[config.mk]
export PLATFORM = sky130hd
export DESIGN_NAME = ota_image_stream_parser
export DESIGN_NICKNAME = d
export VERILOG_FILES = /design/src/hdl/otap_pkg.sv /design/src/hdl/otap_front.sv /design/src/hdl/otap_queue.sv /design/src/hdl/ota_image_stream_parser.sv
export SDC_FILE = /design/constraint.sdc
export NUM_CORES = 1
export LEC_CHECK = 0
export BUFFER_PORTS_ARGS = -buffer_cell sky130_fd_sc_hd__buf_2
export CAP_MARGIN = 20
export CORE_MARGIN = 2
export CORE_UTILIZATION = 35
export DETAILED_ROUTE_END_ITERATION = 16
export PLACE_DENSITY = 0.59
export SYNTH_ARGS = -nofsm -noshare
export SYNTH_HDL_FRONTEND = slang
export SYNTH_SLANG_ARGS = --single-unit
[constraint.sdc]
create_clock -name clk -period 8.55 [get_ports clk]
set_input_delay 0.4275 -clock clk [delete_from_list [all_inputs] [get_ports clk]]
set_output_delay 0.4275 -clock clk [all_outputs]
set_load 0.01 [all_outputs]
[src/hdl/otap_pkg.sv]
// ----------------------------------------------------------------------------
// otap_pkg: shared types and constants of the upgrade image parser
// Phase codes, result kinds, verdict codes and the front-to-back record.
// ----------------------------------------------------------------------------
package otap_pkg;

  typedef enum logic [2:0] {
    PH_SEARCH = 3'd0,
    PH_FIELDS = 3'd1,
    PH_SKIP   = 3'd2,
    PH_EHDR   = 3'd3,
    PH_EDATA  = 3'd4,
    PH_DRAIN  = 3'd5
  } phase_t;

  localparam logic [1:0] KIND_FIELD   = 2'd0;
  localparam logic [1:0] KIND_START   = 2'd1;
  localparam logic [1:0] KIND_DATA    = 2'd2;
  localparam logic [1:0] KIND_VERDICT = 2'd3;

  localparam logic [2:0] VD_OK       = 3'd0;
  localparam logic [2:0] VD_SHORT    = 3'd1;
  localparam logic [2:0] VD_NO_MAGIC = 3'd2;
  localparam logic [2:0] VD_HDR_LEN  = 3'd3;
  localparam logic [2:0] VD_NO_ELEM  = 3'd4;
  localparam logic [2:0] VD_IN_HDR   = 3'd5;

  localparam logic [3:0] FLD_HDR_LEN = 4'd2;
  localparam logic [3:0] FLD_CONTROL = 4'd3;
  localparam logic [3:0] FLD_STRING  = 4'd8;
  localparam logic [3:0] FLD_DONE    = 4'd14;

  localparam logic [31:0] MAGIC     = 32'h1EF1EE0B;
  localparam logic [15:0] MAND_LEN  = 16'd56;
  localparam logic [3:0]  EHDR_LEN  = 4'd6;

  typedef struct packed {
    logic [1:0]  kind;
    logic [3:0]  field_id;
    logic [4:0]  string_index;
    logic [63:0] value;
    logic [15:0] tag;
    logic        element_end;
    logic        cut_short;
    logic [2:0]  verdict;
    logic        run_last;
  } result_t;

  // one decoded input byte: up to two results
  typedef struct packed {
    logic    has0;
    result_t r0;
    logic    has1;
    result_t r1;
  } pair_t;

  function automatic logic [3:0] field_len(input logic [3:0] f);
    case (f)
      4'd0, 4'd6, 4'd9: field_len = 4'd4;
      4'd8, 4'd10:      field_len = 4'd1;
      4'd11:            field_len = 4'd8;
      4'd14, 4'd15:     field_len = 4'd1;
      default:          field_len = 4'd2;
    endcase
  endfunction

  function automatic logic [3:0] next_field(input logic [3:0] f, input logic [15:0] done,
                                           input logic [15:0] ctl);
    if (f < 4'd7) next_field = f + 4'd1;
    else if (f == 4'd7) next_field = FLD_STRING;
    else if (f == FLD_STRING) next_field = (done < 16'd52) ? FLD_STRING : 4'd9;
    else if (f == 4'd9 && ctl[0]) next_field = 4'd10;
    else if (f <= 4'd10 && ctl[1]) next_field = 4'd11;
    else if (f <= 4'd11 && ctl[2]) next_field = 4'd12;
    else if (f == 4'd12) next_field = 4'd13;
    else next_field = FLD_DONE;
  endfunction

endpackage

[src/hdl/otap_front.sv]
// ----------------------------------------------------------------------------
// otap_front: byte decoder
// Runs the parse state per accepted byte and forms up to two results.
// ----------------------------------------------------------------------------
module otap_front #(
  parameter int COUNT_WIDTH = 32
) (
  input  logic            clk,
  input  logic            rst,
  input  logic            in_valid,
  input  logic [7:0]      in_byte,
  input  logic            in_fin,
  output logic            in_ready,
  output otap_pkg::pair_t pair,
  output logic            pair_valid,
  input  logic            pair_ready
);

  otap_pkg::phase_t phase, phase_next;
  logic [23:0] magic_window, magic_window_next;
  logic [COUNT_WIDTH-1:0] bytes_seen, bytes_seen_next;
  logic [63:0] field_shift, field_shift_next;
  logic [3:0]  field_byte_index, field_byte_index_next;
  logic [3:0]  current_field, current_field_next;
  logic [15:0] declared_header_length, declared_header_length_next;
  logic [15:0] control_bits, control_bits_next;
  logic [15:0] header_bytes_done, header_bytes_done_next;
  logic [47:0] element_header_shift, element_header_shift_next;
  logic [31:0] element_remaining, element_remaining_next;
  logic [15:0] current_tag, current_tag_next;
  logic        any_element, any_element_next;
  otap_pkg::pair_t pair_next;
  logic        fire;

  assign in_ready = pair_ready;
  assign fire     = in_valid & in_ready;
  assign pair_valid = fire;
  assign pair = pair_next;

  always_comb begin
    logic [31:0] w;
    logic [63:0] fs;
    logic [47:0] es;
    logic [3:0]  fbi;
    logic [3:0]  nf;
    logic [15:0] hbd;
    logic [31:0] rem;
    logic        done;
    otap_pkg::result_t r;
    otap_pkg::phase_t  ph_end;
    logic [2:0]  vd;
    phase_next = phase;
    magic_window_next = magic_window;
    bytes_seen_next = (bytes_seen != '1) ? bytes_seen + 1'b1 : bytes_seen;
    field_shift_next = field_shift;
    field_byte_index_next = field_byte_index;
    current_field_next = current_field;
    declared_header_length_next = declared_header_length;
    control_bits_next = control_bits;
    header_bytes_done_next = header_bytes_done;
    element_header_shift_next = element_header_shift;
    element_remaining_next = element_remaining;
    current_tag_next = current_tag;
    any_element_next = any_element;
    r = '0;
    pair_next = '0;
    w = {magic_window, in_byte};
    fs = field_shift | ({56'd0, in_byte} << {field_byte_index[2:0], 3'b000});
    es = element_header_shift | ({40'd0, in_byte} << {field_byte_index[2:0], 3'b000});
    fbi = field_byte_index + 4'd1;
    hbd = header_bytes_done + 16'd1;
    rem = element_remaining - 32'd1;
    done = (rem == 32'd0);
    nf = '0;
    case (phase)
      otap_pkg::PH_SEARCH: begin
        magic_window_next = w[23:0];
        if (w == otap_pkg::MAGIC) begin
          r.kind = otap_pkg::KIND_FIELD;
          r.value = 64'h0BEEF11E;
          pair_next.has0 = 1'b1;
          phase_next = otap_pkg::PH_FIELDS;
          header_bytes_done_next = 16'd4;
          current_field_next = 4'd1;
          field_byte_index_next = '0;
          field_shift_next = '0;
        end
      end
      otap_pkg::PH_FIELDS: begin
        field_shift_next = fs;
        header_bytes_done_next = hbd;
        field_byte_index_next = fbi;
        if (fbi >= otap_pkg::field_len(current_field)) begin
          r.kind = otap_pkg::KIND_FIELD;
          r.field_id = current_field;
          r.string_index = (current_field == otap_pkg::FLD_STRING) ?
                           5'(header_bytes_done - 16'd20) : 5'd0;
          r.value = fs;
          pair_next.has0 = 1'b1;
          field_shift_next = '0;
          field_byte_index_next = '0;
          if (current_field == otap_pkg::FLD_CONTROL) control_bits_next = fs[15:0];
          if (current_field == otap_pkg::FLD_HDR_LEN) begin
            declared_header_length_next = fs[15:0];
          end
          if (current_field == otap_pkg::FLD_HDR_LEN && fs[15:0] < otap_pkg::MAND_LEN) begin
            phase_next = otap_pkg::PH_DRAIN;
          end else begin
            nf = otap_pkg::next_field(current_field, hbd,
                   (current_field == otap_pkg::FLD_CONTROL) ? fs[15:0] : control_bits);
            if (nf >= otap_pkg::FLD_DONE) begin
              phase_next = (hbd < declared_header_length_next) ? otap_pkg::PH_SKIP
                                                               : otap_pkg::PH_EHDR;
            end else begin
              current_field_next = nf;
            end
          end
        end
      end
      otap_pkg::PH_SKIP: begin
        header_bytes_done_next = hbd;
        if (hbd >= declared_header_length) phase_next = otap_pkg::PH_EHDR;
      end
      otap_pkg::PH_EHDR: begin
        element_header_shift_next = es;
        field_byte_index_next = fbi;
        if (fbi >= otap_pkg::EHDR_LEN) begin
          current_tag_next = es[15:0];
          element_remaining_next = es[47:16];
          element_header_shift_next = '0;
          field_byte_index_next = '0;
          any_element_next = 1'b1;
          r.kind = otap_pkg::KIND_START;
          r.value = {32'd0, es[47:16]};
          r.tag = es[15:0];
          pair_next.has0 = 1'b1;
          if (es[47:16] == 32'd0) begin
            r.element_end = 1'b1;
          end else begin
            r.element_end = in_fin;
            r.cut_short = in_fin;
            phase_next = otap_pkg::PH_EDATA;
          end
        end
      end
      otap_pkg::PH_EDATA: begin
        element_remaining_next = rem;
        r.kind = otap_pkg::KIND_DATA;
        r.value = {56'd0, in_byte};
        r.tag = current_tag;
        r.element_end = done | in_fin;
        r.cut_short = in_fin & ~done;
        pair_next.has0 = 1'b1;
        if (done) begin
          phase_next = otap_pkg::PH_EHDR;
          field_byte_index_next = '0;
          element_header_shift_next = '0;
        end
      end
      default: phase_next = otap_pkg::PH_DRAIN;
    endcase
    ph_end = phase_next;
    if (bytes_seen_next < COUNT_WIDTH'(otap_pkg::MAND_LEN)) vd = otap_pkg::VD_SHORT;
    else if (ph_end == otap_pkg::PH_SEARCH) vd = otap_pkg::VD_NO_MAGIC;
    else if (ph_end == otap_pkg::PH_FIELDS || ph_end == otap_pkg::PH_SKIP)
      vd = otap_pkg::VD_IN_HDR;
    else if (ph_end == otap_pkg::PH_EHDR || ph_end == otap_pkg::PH_EDATA)
      vd = any_element_next ? otap_pkg::VD_OK : otap_pkg::VD_NO_ELEM;
    else vd = otap_pkg::VD_HDR_LEN;
    pair_next.r0 = r;
    if (in_fin) begin
      pair_next.has1 = pair_next.has0;
      pair_next.r1 = '0;
      pair_next.r1.kind = otap_pkg::KIND_VERDICT;
      pair_next.r1.verdict = vd;
      pair_next.r1.run_last = 1'b1;
      if (!pair_next.has0) begin
        pair_next.has0 = 1'b1;
        pair_next.r0 = pair_next.r1;
        pair_next.has1 = 1'b0;
      end
    end else begin
      pair_next.r0.run_last = 1'b1;
    end
  end

  always_ff @(posedge clk) begin
    if (rst || (fire && in_fin)) begin
      phase <= otap_pkg::PH_SEARCH;
      magic_window <= '0;
      bytes_seen <= '0;
      field_shift <= '0;
      field_byte_index <= '0;
      current_field <= '0;
      declared_header_length <= '0;
      control_bits <= '0;
      header_bytes_done <= '0;
      element_header_shift <= '0;
      element_remaining <= '0;
      current_tag <= '0;
      any_element <= 1'b0;
    end else if (fire) begin
      phase <= phase_next;
      magic_window <= magic_window_next;
      bytes_seen <= bytes_seen_next;
      field_shift <= field_shift_next;
      field_byte_index <= field_byte_index_next;
      current_field <= current_field_next;
      declared_header_length <= declared_header_length_next;
      control_bits <= control_bits_next;
      header_bytes_done <= header_bytes_done_next;
      element_header_shift <= element_header_shift_next;
      element_remaining <= element_remaining_next;
      current_tag <= current_tag_next;
      any_element <= any_element_next;
    end
  end

endmodule

[src/hdl/otap_queue.sv]
// ----------------------------------------------------------------------------
// otap_queue: result queue
// Takes one or two results per cycle if two are free; one out per res_ready.
// ----------------------------------------------------------------------------
module otap_queue (
  input  logic              clk,
  input  logic              rst,
  input  otap_pkg::pair_t   pair,
  input  logic              pair_valid,
  output logic              pair_ready,
  output otap_pkg::result_t res,
  output logic              res_valid,
  input  logic              res_ready
);

  localparam int DEPTH = 4;

  otap_pkg::result_t mem [DEPTH];
  logic [1:0] wp, rp;
  logic [2:0] count, count_next;
  logic       pop;
  logic [1:0] npush;

  assign pair_ready = (count <= 3'd2);
  assign res_valid  = (count != 3'd0);
  assign res        = mem[rp];
  assign pop        = res_valid & res_ready;
  assign npush      = (pair_valid & pair_ready) ?
                      ({1'b0, pair.has0} + {1'b0, pair.has1}) : 2'd0;
  assign count_next = count + {1'b0, npush} - {2'b00, pop};

  always_ff @(posedge clk) begin
    if (rst) begin
      wp <= '0;
      rp <= '0;
      count <= '0;
    end else begin
      wp <= wp + npush;
      if (pop) rp <= rp + 2'd1;
      count <= count_next;
    end
  end

  always_ff @(posedge clk) begin
    if (pair_valid && pair_ready) begin
      if (pair.has0) mem[wp] <= pair.r0;
      if (pair.has1) mem[wp + 2'd1] <= pair.r1;
    end
  end

endmodule

[src/hdl/ota_image_stream_parser.sv]
// ----------------------------------------------------------------------------
// ota_image_stream_parser: upgrade image stream parser
// Finds the image magic, decodes header fields and emits sub-elements.
// ----------------------------------------------------------------------------
// Usage:
//   s_axis carries one file byte per beat; tlast marks the last byte.
//   m_axis carries one result per beat (header field, sub-element start,
//   sub-element data byte, or file verdict); tlast marks the last result
//   caused by one input byte.
//   One byte is taken per cycle while s_axis_tready is high; its results
//   are registered in the queue. A byte causes at most two results; the
//   four-entry queue drains one per cycle while m_axis_tready is high.
//   When m_axis stalls, the queue fills and s_axis_tready drops once fewer
//   than two entries are free.
//   Reset clears the parse state and empties the queue; the first byte
//   after reset or after a verdict starts a new file.
//   COUNT_WIDTH sets the saturating byte counter width.
// ----------------------------------------------------------------------------
module ota_image_stream_parser #(
  parameter int COUNT_WIDTH = 32
) (
  input  logic         clk,
  input  logic         rst,
  input  logic         s_axis_tvalid,
  output logic         s_axis_tready,
  input  logic [7:0]   s_axis_tdata,   // [7:0] data_byte
  input  logic         s_axis_tlast,   // final_byte
  output logic         m_axis_tvalid,
  input  logic         m_axis_tready,
  // [1:0] kind, [5:2] field_id, [10:6] string_index, [74:11] value,
  // [90:75] tag, [91] element_end, [92] cut_short, [95:93] verdict
  output logic [95:0]  m_axis_tdata,
  output logic         m_axis_tlast    // run_last
);

  otap_pkg::pair_t   pair;
  logic              pair_valid, pair_ready;
  otap_pkg::result_t res;

  otap_front #(.COUNT_WIDTH(COUNT_WIDTH)) u_front (
    .clk, .rst,
    .in_valid(s_axis_tvalid), .in_byte(s_axis_tdata), .in_fin(s_axis_tlast),
    .in_ready(s_axis_tready),
    .pair, .pair_valid, .pair_ready
  );

  otap_queue u_queue (
    .clk, .rst, .pair, .pair_valid, .pair_ready,
    .res, .res_valid(m_axis_tvalid), .res_ready(m_axis_tready)
  );

  assign m_axis_tdata = {res.verdict, res.cut_short, res.element_end, res.tag, res.value,
                         res.string_index, res.field_id, res.kind};
  assign m_axis_tlast = res.run_last;

  a_cut_ends: assert property (@(posedge clk) disable iff (rst)
    m_axis_tvalid && m_axis_tdata[92] |-> m_axis_tdata[91])
    else $error("cut_short without element_end");

  a_verdict_last: assert property (@(posedge clk) disable iff (rst)
    m_axis_tvalid && m_axis_tdata[1:0] == otap_pkg::KIND_VERDICT |-> m_axis_tlast)
    else $error("verdict not last of run");

  a_hold_stall: assert property (@(posedge clk) disable iff (rst)
    m_axis_tvalid && !m_axis_tready |=>
      m_axis_tvalid && $stable(m_axis_tdata) && $stable(m_axis_tlast))
    else $error("m_axis beat changed while stalled");

endmodule

==> results of run 1 <==
==> sequential cells by signal, summed over array words and instances, names as in the netlist, 4 cells and up, named ones only <==
register and count:
u_queue.mem 388, u_front.header_bytes_done 16, u_front.element_header_shift 48, u_front.current_field 4, u_front.bytes_seen 32, u_front.current_tag 16, u_front.declared_header_length 16, u_front.element_remaining 32
u_front.field_byte_index 4, u_front.field_shift 64, u_front.magic_window 24
==> metrics by stage <==
step,setup slack (ns),hold slack (ns),std cells,utilization,power [mW]
detailed placement,2.52,0.437,4375,0.371,4.05
global route,1.84,0.198,4507,0.401,7.56
global placement,2.79,0.428,4375,0.371,4.05
CTS,2.45,0.182,4506,0.401,7.37
floorplan,4.43,0.420,3330,-,3.79
finish,2.38,0.204,4508,0.401,7.30
==> power by group through the flow <==
| stage | clock [mW] | sequential [mW] | combinational, mW |
|---|---|---|---|
| floorplan | 0 | 3.23 | 0.568 |
| global placement | 0 | 3.30 | 0.748 |
| detailed placement | 0 | 3.30 | 0.748 |
| CTS | 3.39 | 3.23 | 0.750 |
| global route | 3.52 | 3.24 | 0.802 |
| finish | 3.32 | 3.23 | 0.742 |
==> worst reg2reg max path, cell delays in order (launching register included) <==
cell and delay (ns):
dfxtp_1 0.81, buf_4 0.38, nand3_1 0.20, xnor2_1 0.50, ha_1 0.34, a21oi_1 0.18
o21a_1 0.50, nor2_1 0.25, nor3b_1 0.50, ha_1 0.38, nand2b_1 0.25, o21ai_0 0.27
nand3_4 0.61, buf_4 0.63, nand2_1 0.14, o21ai_0 0.11
==> how the worst max path moves through the flow <==
stage	end	slack (ns)	start	cells after the start
2_1_floorplan	u_queue.mem[3][0]$_DFFE_PP_	4.43	u_front.field_byte_index[1]$_SDFFE_PP0P_	17
3_3_place_gp	u_queue.mem[3][22]$_SDFFE_PP0P_	2.79	u_front.field_byte_index[1]$_SDFFE_PP0P_	14
3_5_place_dp	u_queue.mem[3][22]$_SDFFE_PP0P_	2.52	u_front.field_byte_index[1]$_SDFFE_PP0P_	14
4_1_cts	u_queue.mem[3][22]$_SDFFE_PP0P_	2.45	u_front.field_byte_index[1]$_SDFFE_PP0P_	14
5_1_grt	u_queue.mem[1][17]$_SDFFE_PP0P_	1.84	u_front.field_byte_index[1]$_SDFFE_PP0P_	15
6_report	u_queue.mem[3][31]$_SDFFE_PP0P_	2.38	u_front.field_byte_index[1]$_SDFFE_PP0P_	15
==> cell families (layout without fill, tap and decap cells) <==
group / count (synthesis) / after routing / synth area share
fa+ha+maj: 55 / 55 / 0.0231
buf+inv: 308 / 340 / 0.0401
other cells: 0 / 2 / 0
compound gates: 934 / 934 / 0.201
xor+xnor: 68 / 68 / 0.0198
simple gates: 1179 / 1179 / 0.185
mux: 122 / 122 / 0.0816
flops: 664 / 664 / 0.450
==> placed cells by master, fill, tap and decap left out, types with 18 or more instances in the layout <==
cell type	count
ha_1	54
dfxtp_1	638
mux4_2	97
nor4bb_1	18
buf_2	111
o21ai_0	334
edfxtp_1	24
xnor2_1	41
a211oi_1	26
inv_1	52
buf_4	46
nand2_1	376
nand4_1	42
a21oi_1	203
nor2_1	384
nor3_1	62
xor2_1	27
nand3_1	74
a31oi_1	20
or3_1	36
a22o_1	187
nor4_1	21
and3_1	23
clkbuf_16	74
==> layout make-up <==
type                       count  area (um2)  area share
clock inverter                31         423      0.0124
multi-input combinational   2358       15500       0.454
timing repair buffer         157         901      0.0264
inverter                      52         195     0.00572
antenna                        2        5.00    0.000147
tap                         1144        1430      0.0420
clock buffer                 100        2120      0.0621
sequential                   664       13500       0.397
==> per-layer routing <==
layer	part of all wire	track usage	vias up
met2	0.47	0.335	753
met1	0.45	0.282	12300
met5	0.00014	0	-
li1	-	-	12100
met4	0.020	0.0545	2
met3	0.060	0.0335	121
==> flow_metrics.py, run 1 <==
metrics = {
    "run_status": {
        "status": "finished clean",
    },
    "setup_path": {
        "crit_family": "simple AND/OR/NAND/NOR gates",
        "start_kind": "register",
        "path_buf_inv": 2,
        "ff2ff_path_depth": 15,
        "r2r-start": "u_front.field_byte_index[1]$_SDFFE_PP0P_",
        "cpMaxStageDelayCell": "dfxtp_1",
        "crit_fanout": 51,
        "crit_chain": "buf_4, nand3_1, xnor2_1, ha_1, a21oi_1, o21a_1, nor2_1, nor3b_1, ha_1, nand2b_1, o21ai_0, nand3_4, buf_4, nand2_1, o21ai_0",
        "rrSetupSlack_ns": 2.38,
        "worst_ep_arrival_time_ns": 6.68,
        "reg2reg_to": "u_queue.mem[3][31]$_SDFFE_PP0P_",
        "worstSetupEndpointType": "register",
        "cp_slowest_stage_delay_ns": 0.81,
        "critical_path_class": "reg2reg",
        "worstPathRequired_ns": 9.06,
    },
    "die": {
        "die_x_um": 297,
        "coreArea_mm2": 0.0851,
        "dieArea_mm2": 0.0883,
        "rows": 107,
        "die_y_um": 297,
        "start_util": 0.353,
        "io_pins": 112,
    },
    "cells_and_area": {
        "fillers": 8521,
        "fin_nets": 3374,
        "design_area_mm2": 0.0341,
        "synthToLayoutAreaGrowth_pct": 13.4,
        "drive_gt1_frac": 0.136,
    },
    "synthesis": {
        "avgSynthCellArea_um2": 9.03,
        "synth_edf_count": 24,
        "ys_warn_count": 0,
        "netlist_area_mm2": 0.0301,
        "yosys_register_bits": 664,
        "synth_nets": 3398,
        "yosys-top-cells-count": "640 x dfxtp_1, 386 x nor2_1, 383 x nand2_1",
        "synth_flop_cell": "dfxtp_1",
        "yosysMostFrequentCell": "dfxtp_1",
        "synthArstFlopShare": 0,
        "synthTopCellsByArea": "dfxtp_1 43%, mux4_2 7.3%, o21ai_0 5.6%",
        "synth_cell_types": 88,
        "synth_top_area_frac": 0.426,
        "synth.largest_area_cell": "dfxtp_1",
        "synth-seq-area-share": 0.450,
        "synthCells": 3330,
    },
    "clock_tree": {
        "numCtsBuffers": 73,
        "htreeDepth": 3,
        "clockBufferDepth": 3,
        "root_buffer": "clkbuf_16",
        "hold_buffers": 0,
        "cts.sinks": 664,
        "post_cts_buffers": 0,
        "tritoncts": "built",
        "insertion_delay_ns": 0.62,
        "path_clk_slew_ns": 0.07,
        "post_cts_resized": 0,
    },
    "min_path": {
        "min_to": "u_queue.count[1]$_SDFF_PP0_",
        "hold_path_class": "in2reg",
        "hold_start": "rst",
        "min_delay_path_depth": 2,
    },
    "placement": {
        "dp_hpwl_um": 60800,
        "postPlaceCellArea_mm2": 0.0316,
        "place_congestion": 0.952,
        "portBuffers": 111,
    },
    "sta": {
        "tightest_slew_ns": 1.12,
        "grt_setup_unrepaired": "no",
        "slew_violations": 0,
        "finalSetupViolations": 0,
        "max_freq_mhz": 162,
        "setup_tns_ns": 0,
        "relSlewSlack": 0.251,
        "fin_crit_sh": 0.722,
        "finalHoldViolCount": 0,
        "clock_skew_ns": 0.0291,
        "period_minus_slack_ns": 6.17,
    },
    "power": {
        "switching_power_mw": 1.89,
        "switching_share": 0.259,
        "powerDensity_mw_per_mm2": 214,
        "leakage_nw": 12.2,
        "ir_worst_vdd_uv": 132,
        "p_clk_frac": 0.456,
        "pwr-share-seq": 0.443,
        "power.internal_mw": 5.40,
        "comb_power_share": 0.102,
    },
    "drt": {
        "vias_per_cell": 5.61,
        "num_vias": 25300,
        "drc": 0,
        "drt-wirelength-per-cell_um": 20.7,
        "ant_nets": 0,
        "dr.pass1.iters": 7,
        "drt-total-wl_um": 93400,
        "dr.first_iter.drc_count": 2198,
    },
    "grt": {
        "groute.usage.overall": 0.206,
        "grt_antenna_before_repair": 6,
        "grt_max_degree": 87,
        "grt_pass1_vias": 23900,
        "grt_overflow": 0,
        "grt_pass1_wl_um": 145000,
    },
    "run": {
        "cap_viol_max_count": 0,
    },
}
(Power assumes the default switching activity.)
==> run 2: changes to the inputs <==
==> constraint.sdc (replaced) <==
create_clock -name clk -period 6.4 [get_ports clk]
set_input_delay 0.32 -clock clk [delete_from_list [all_inputs] [get_ports clk]]
set_output_delay 0.32 -clock clk [all_outputs]
set_load 0.01 [all_outputs]
==> run 2 against run 1 <==
Clock power up 32%. Cell count about the same. Via count is 0.19% higher. Worst hold slack got worse by 0.13 ns. Largest power group unchanged.
==> flow_metrics.py, run 2 (synthesis results as in run 1) <==
metrics = {
    "drt": {
        "ant_nets": 0,
        "drt-wirelength-per-cell_um": 20.6,
        "vias_per_cell": 5.61,
        "num_vias": 25300,
        "drc": 0,
        "dr.pass1.iters": 7,
        "drt-total-wl_um": 93100,
        "dr.first_iter.drc_count": 2233,
    },
    "setup_path": {
        "start_kind": "register",
        "worstPathRequired_ns": 6.71,
        "critical_path_class": "reg2reg",
        "worst_ep_arrival_time_ns": 5.36,
        "crit_fanout": 51,
        "worstSetupEndpointType": "register",
    },
    "power": {
        "pwr-share-seq": 0.446,
        "powerDensity_mw_per_mm2": 284,
        "p_clk_frac": 0.452,
        "leakage_nw": 12.2,
        "power.internal_mw": 7.12,
        "ir_worst_vdd_uv": 212,
        "switching_share": 0.265,
        "switching_power_mw": 2.57,
        "comb_power_share": 0.102,
        "p_total_mw": 9.69,
    },
    "sta": {
        "fin_crit_sh": 0.789,
        "finalSetupViolations": 0,
        "max_freq_mhz": 198,
        "tightest_slew_ns": 1.04,
        "grt_setup_unrepaired": "no",
        "finalHoldViolCount": 0,
        "setup_tns_ns": 0,
        "clock_skew_ns": 0.0300,
        "period_minus_slack_ns": 5.05,
        "relSlewSlack": 0.306,
        "whs_ns": 0.0735,
        "slew_violations": 0,
    },
    "cells_and_area": {
        "synthToLayoutAreaGrowth_pct": 13.4,
        "antenna_cells": 0,
        "fin_nets": 3379,
        "final_cell_mix": "638 x dfxtp_1, 384 x nor2_1, 376 x nand2_1, 334 x o21ai_0, 203 x a21oi_1",
        "largest-register": "u_queue.mem",
        "largest_reg_flops": 388,
        "design_area_mm2": 0.0341,
        "top_regs": "u_queue.mem x388, u_front.field_shift x64, u_front.element_header_shift x48",
        "mostFrequentLayoutCell": "dfxtp_1",
        "final_cell_count_no_fill": 4510,
        "fillers": 8509,
        "drive_gt1_frac": 0.134,
    },
    "grt": {
        "groute.usage.overall": 0.203,
        "grt_overflow": 0,
        "grt_pass1_vias": 23500,
        "grt_max_degree": 85,
        "grt_pass1_wl_um": 143000,
        "grt_antenna_before_repair": 4,
    },
    "die": {
        "start_util": 0.353,
        "die_x_um": 297,
        "dieArea_mm2": 0.0883,
        "coreArea_mm2": 0.0851,
        "die_y_um": 297,
        "io_pins": 112,
        "rows": 107,
    },
    "clock_tree": {
        "cts.sinks": 664,
        "post_cts_resized": 0,
        "post_cts_buffers": 0,
        "root_buffer": "clkbuf_16",
        "hold_buffers": 0,
        "tritoncts": "built",
        "insertion_delay_ns": 0.64,
        "path_clk_slew_ns": 0.06,
        "htreeDepth": 3,
        "clockBufferDepth": 3,
        "numCtsBuffers": 73,
    },
    "run": {
        "cap_viol_max_count": 0,
    },
    "placement": {
        "portBuffers": 111,
        "postPlaceCellArea_mm2": 0.0316,
        "place_congestion": 0.952,
        "dp.cells": 4379,
        "dp_hpwl_um": 60600,
    },
    "run_status": {
        "status": "finished clean",
    },
    "min_path": {
        "hold_path_class": "in2reg",
    },
}
## run 2: final cells by class
type,instances,area (um2),share of cell area
clock buffer,105,2100,0.0616
clock inverter,25,365,0.0107
inverter,52,195,0.00572
multi-input combinational,2358,15500,0.454
sequential,664,13500,0.397
tap,1144,1430,0.0420
timing repair buffer,162,988,0.0290
## run 2: critical path: stages (launching register included)
cell and delay, ns:
dfxtp_1 0.33, buf_4 0.42, inv_1 0.16, ha_1 0.32
inv_1 0.06, ha_1 0.26, a21oi_1 0.15, o21a_1 0.46
nor2_1 0.23, nor3b_1 0.50, ha_1 0.37, nand2b_1 0.24
o21ai_0 0.26, nand3_4 0.63, inv_1 0.32
## run 2: power by group through the flow
| stage | Clock [mW] | Combinational (mW) | Sequential (mW) |
|---|---|---|---|
| floorplan | 0 | 0.758 | 4.31 |
| finish | 4.38 | 0.986 | 4.33 |
| global route | 4.61 | 1.06 | 4.34 |
| detailed placement | 0 | 0.991 | 4.42 |
| global placement | 0 | 0.990 | 4.42 |
| CTS | 4.45 | 0.993 | 4.33 |
## run 2: through the flow
stage                      util  setup slack (ns)
after floorplan               -              2.28
final                     0.401              1.35
after global placement    0.372              1.48
after detailed placement  0.372              1.34
after global routing      0.401             0.946
after CTS                 0.401              1.32
## run 2: path summary, 6_finish.rpt
path	slack [ns]	depth (start not counted)	end	startpoint
setup reg to reg	1.35	14	u_queue.mem[3][3]$_DFFE_PP_	u_front.field_byte_index[1]$_SDFFE_PP0P_
hold / removal	0.07	2	u_queue.count[1]$_SDFF_PP0_	rst
setup / recovery	1.35	14	u_queue.mem[3][3]$_DFFE_PP_	u_front.field_byte_index[1]$_SDFFE_PP0P_
hold reg to reg	0.45	2	u_queue.mem[2][14]$_SDFFE_PP0P_	u_queue.mem[2][14]$_SDFFE_PP0P_
## run 2: routing by layer
layer | GRT usage | up-vias | wire length (um)
met2 | 0.326 | 796 | 42900
met5 | 0 | - | 0
met3 | 0.0320 | 143 | 5910
li1 | - | 12100 | -
met1 | 0.279 | 12300 | 41500
met4 | 0.0682 | 0 | 2700
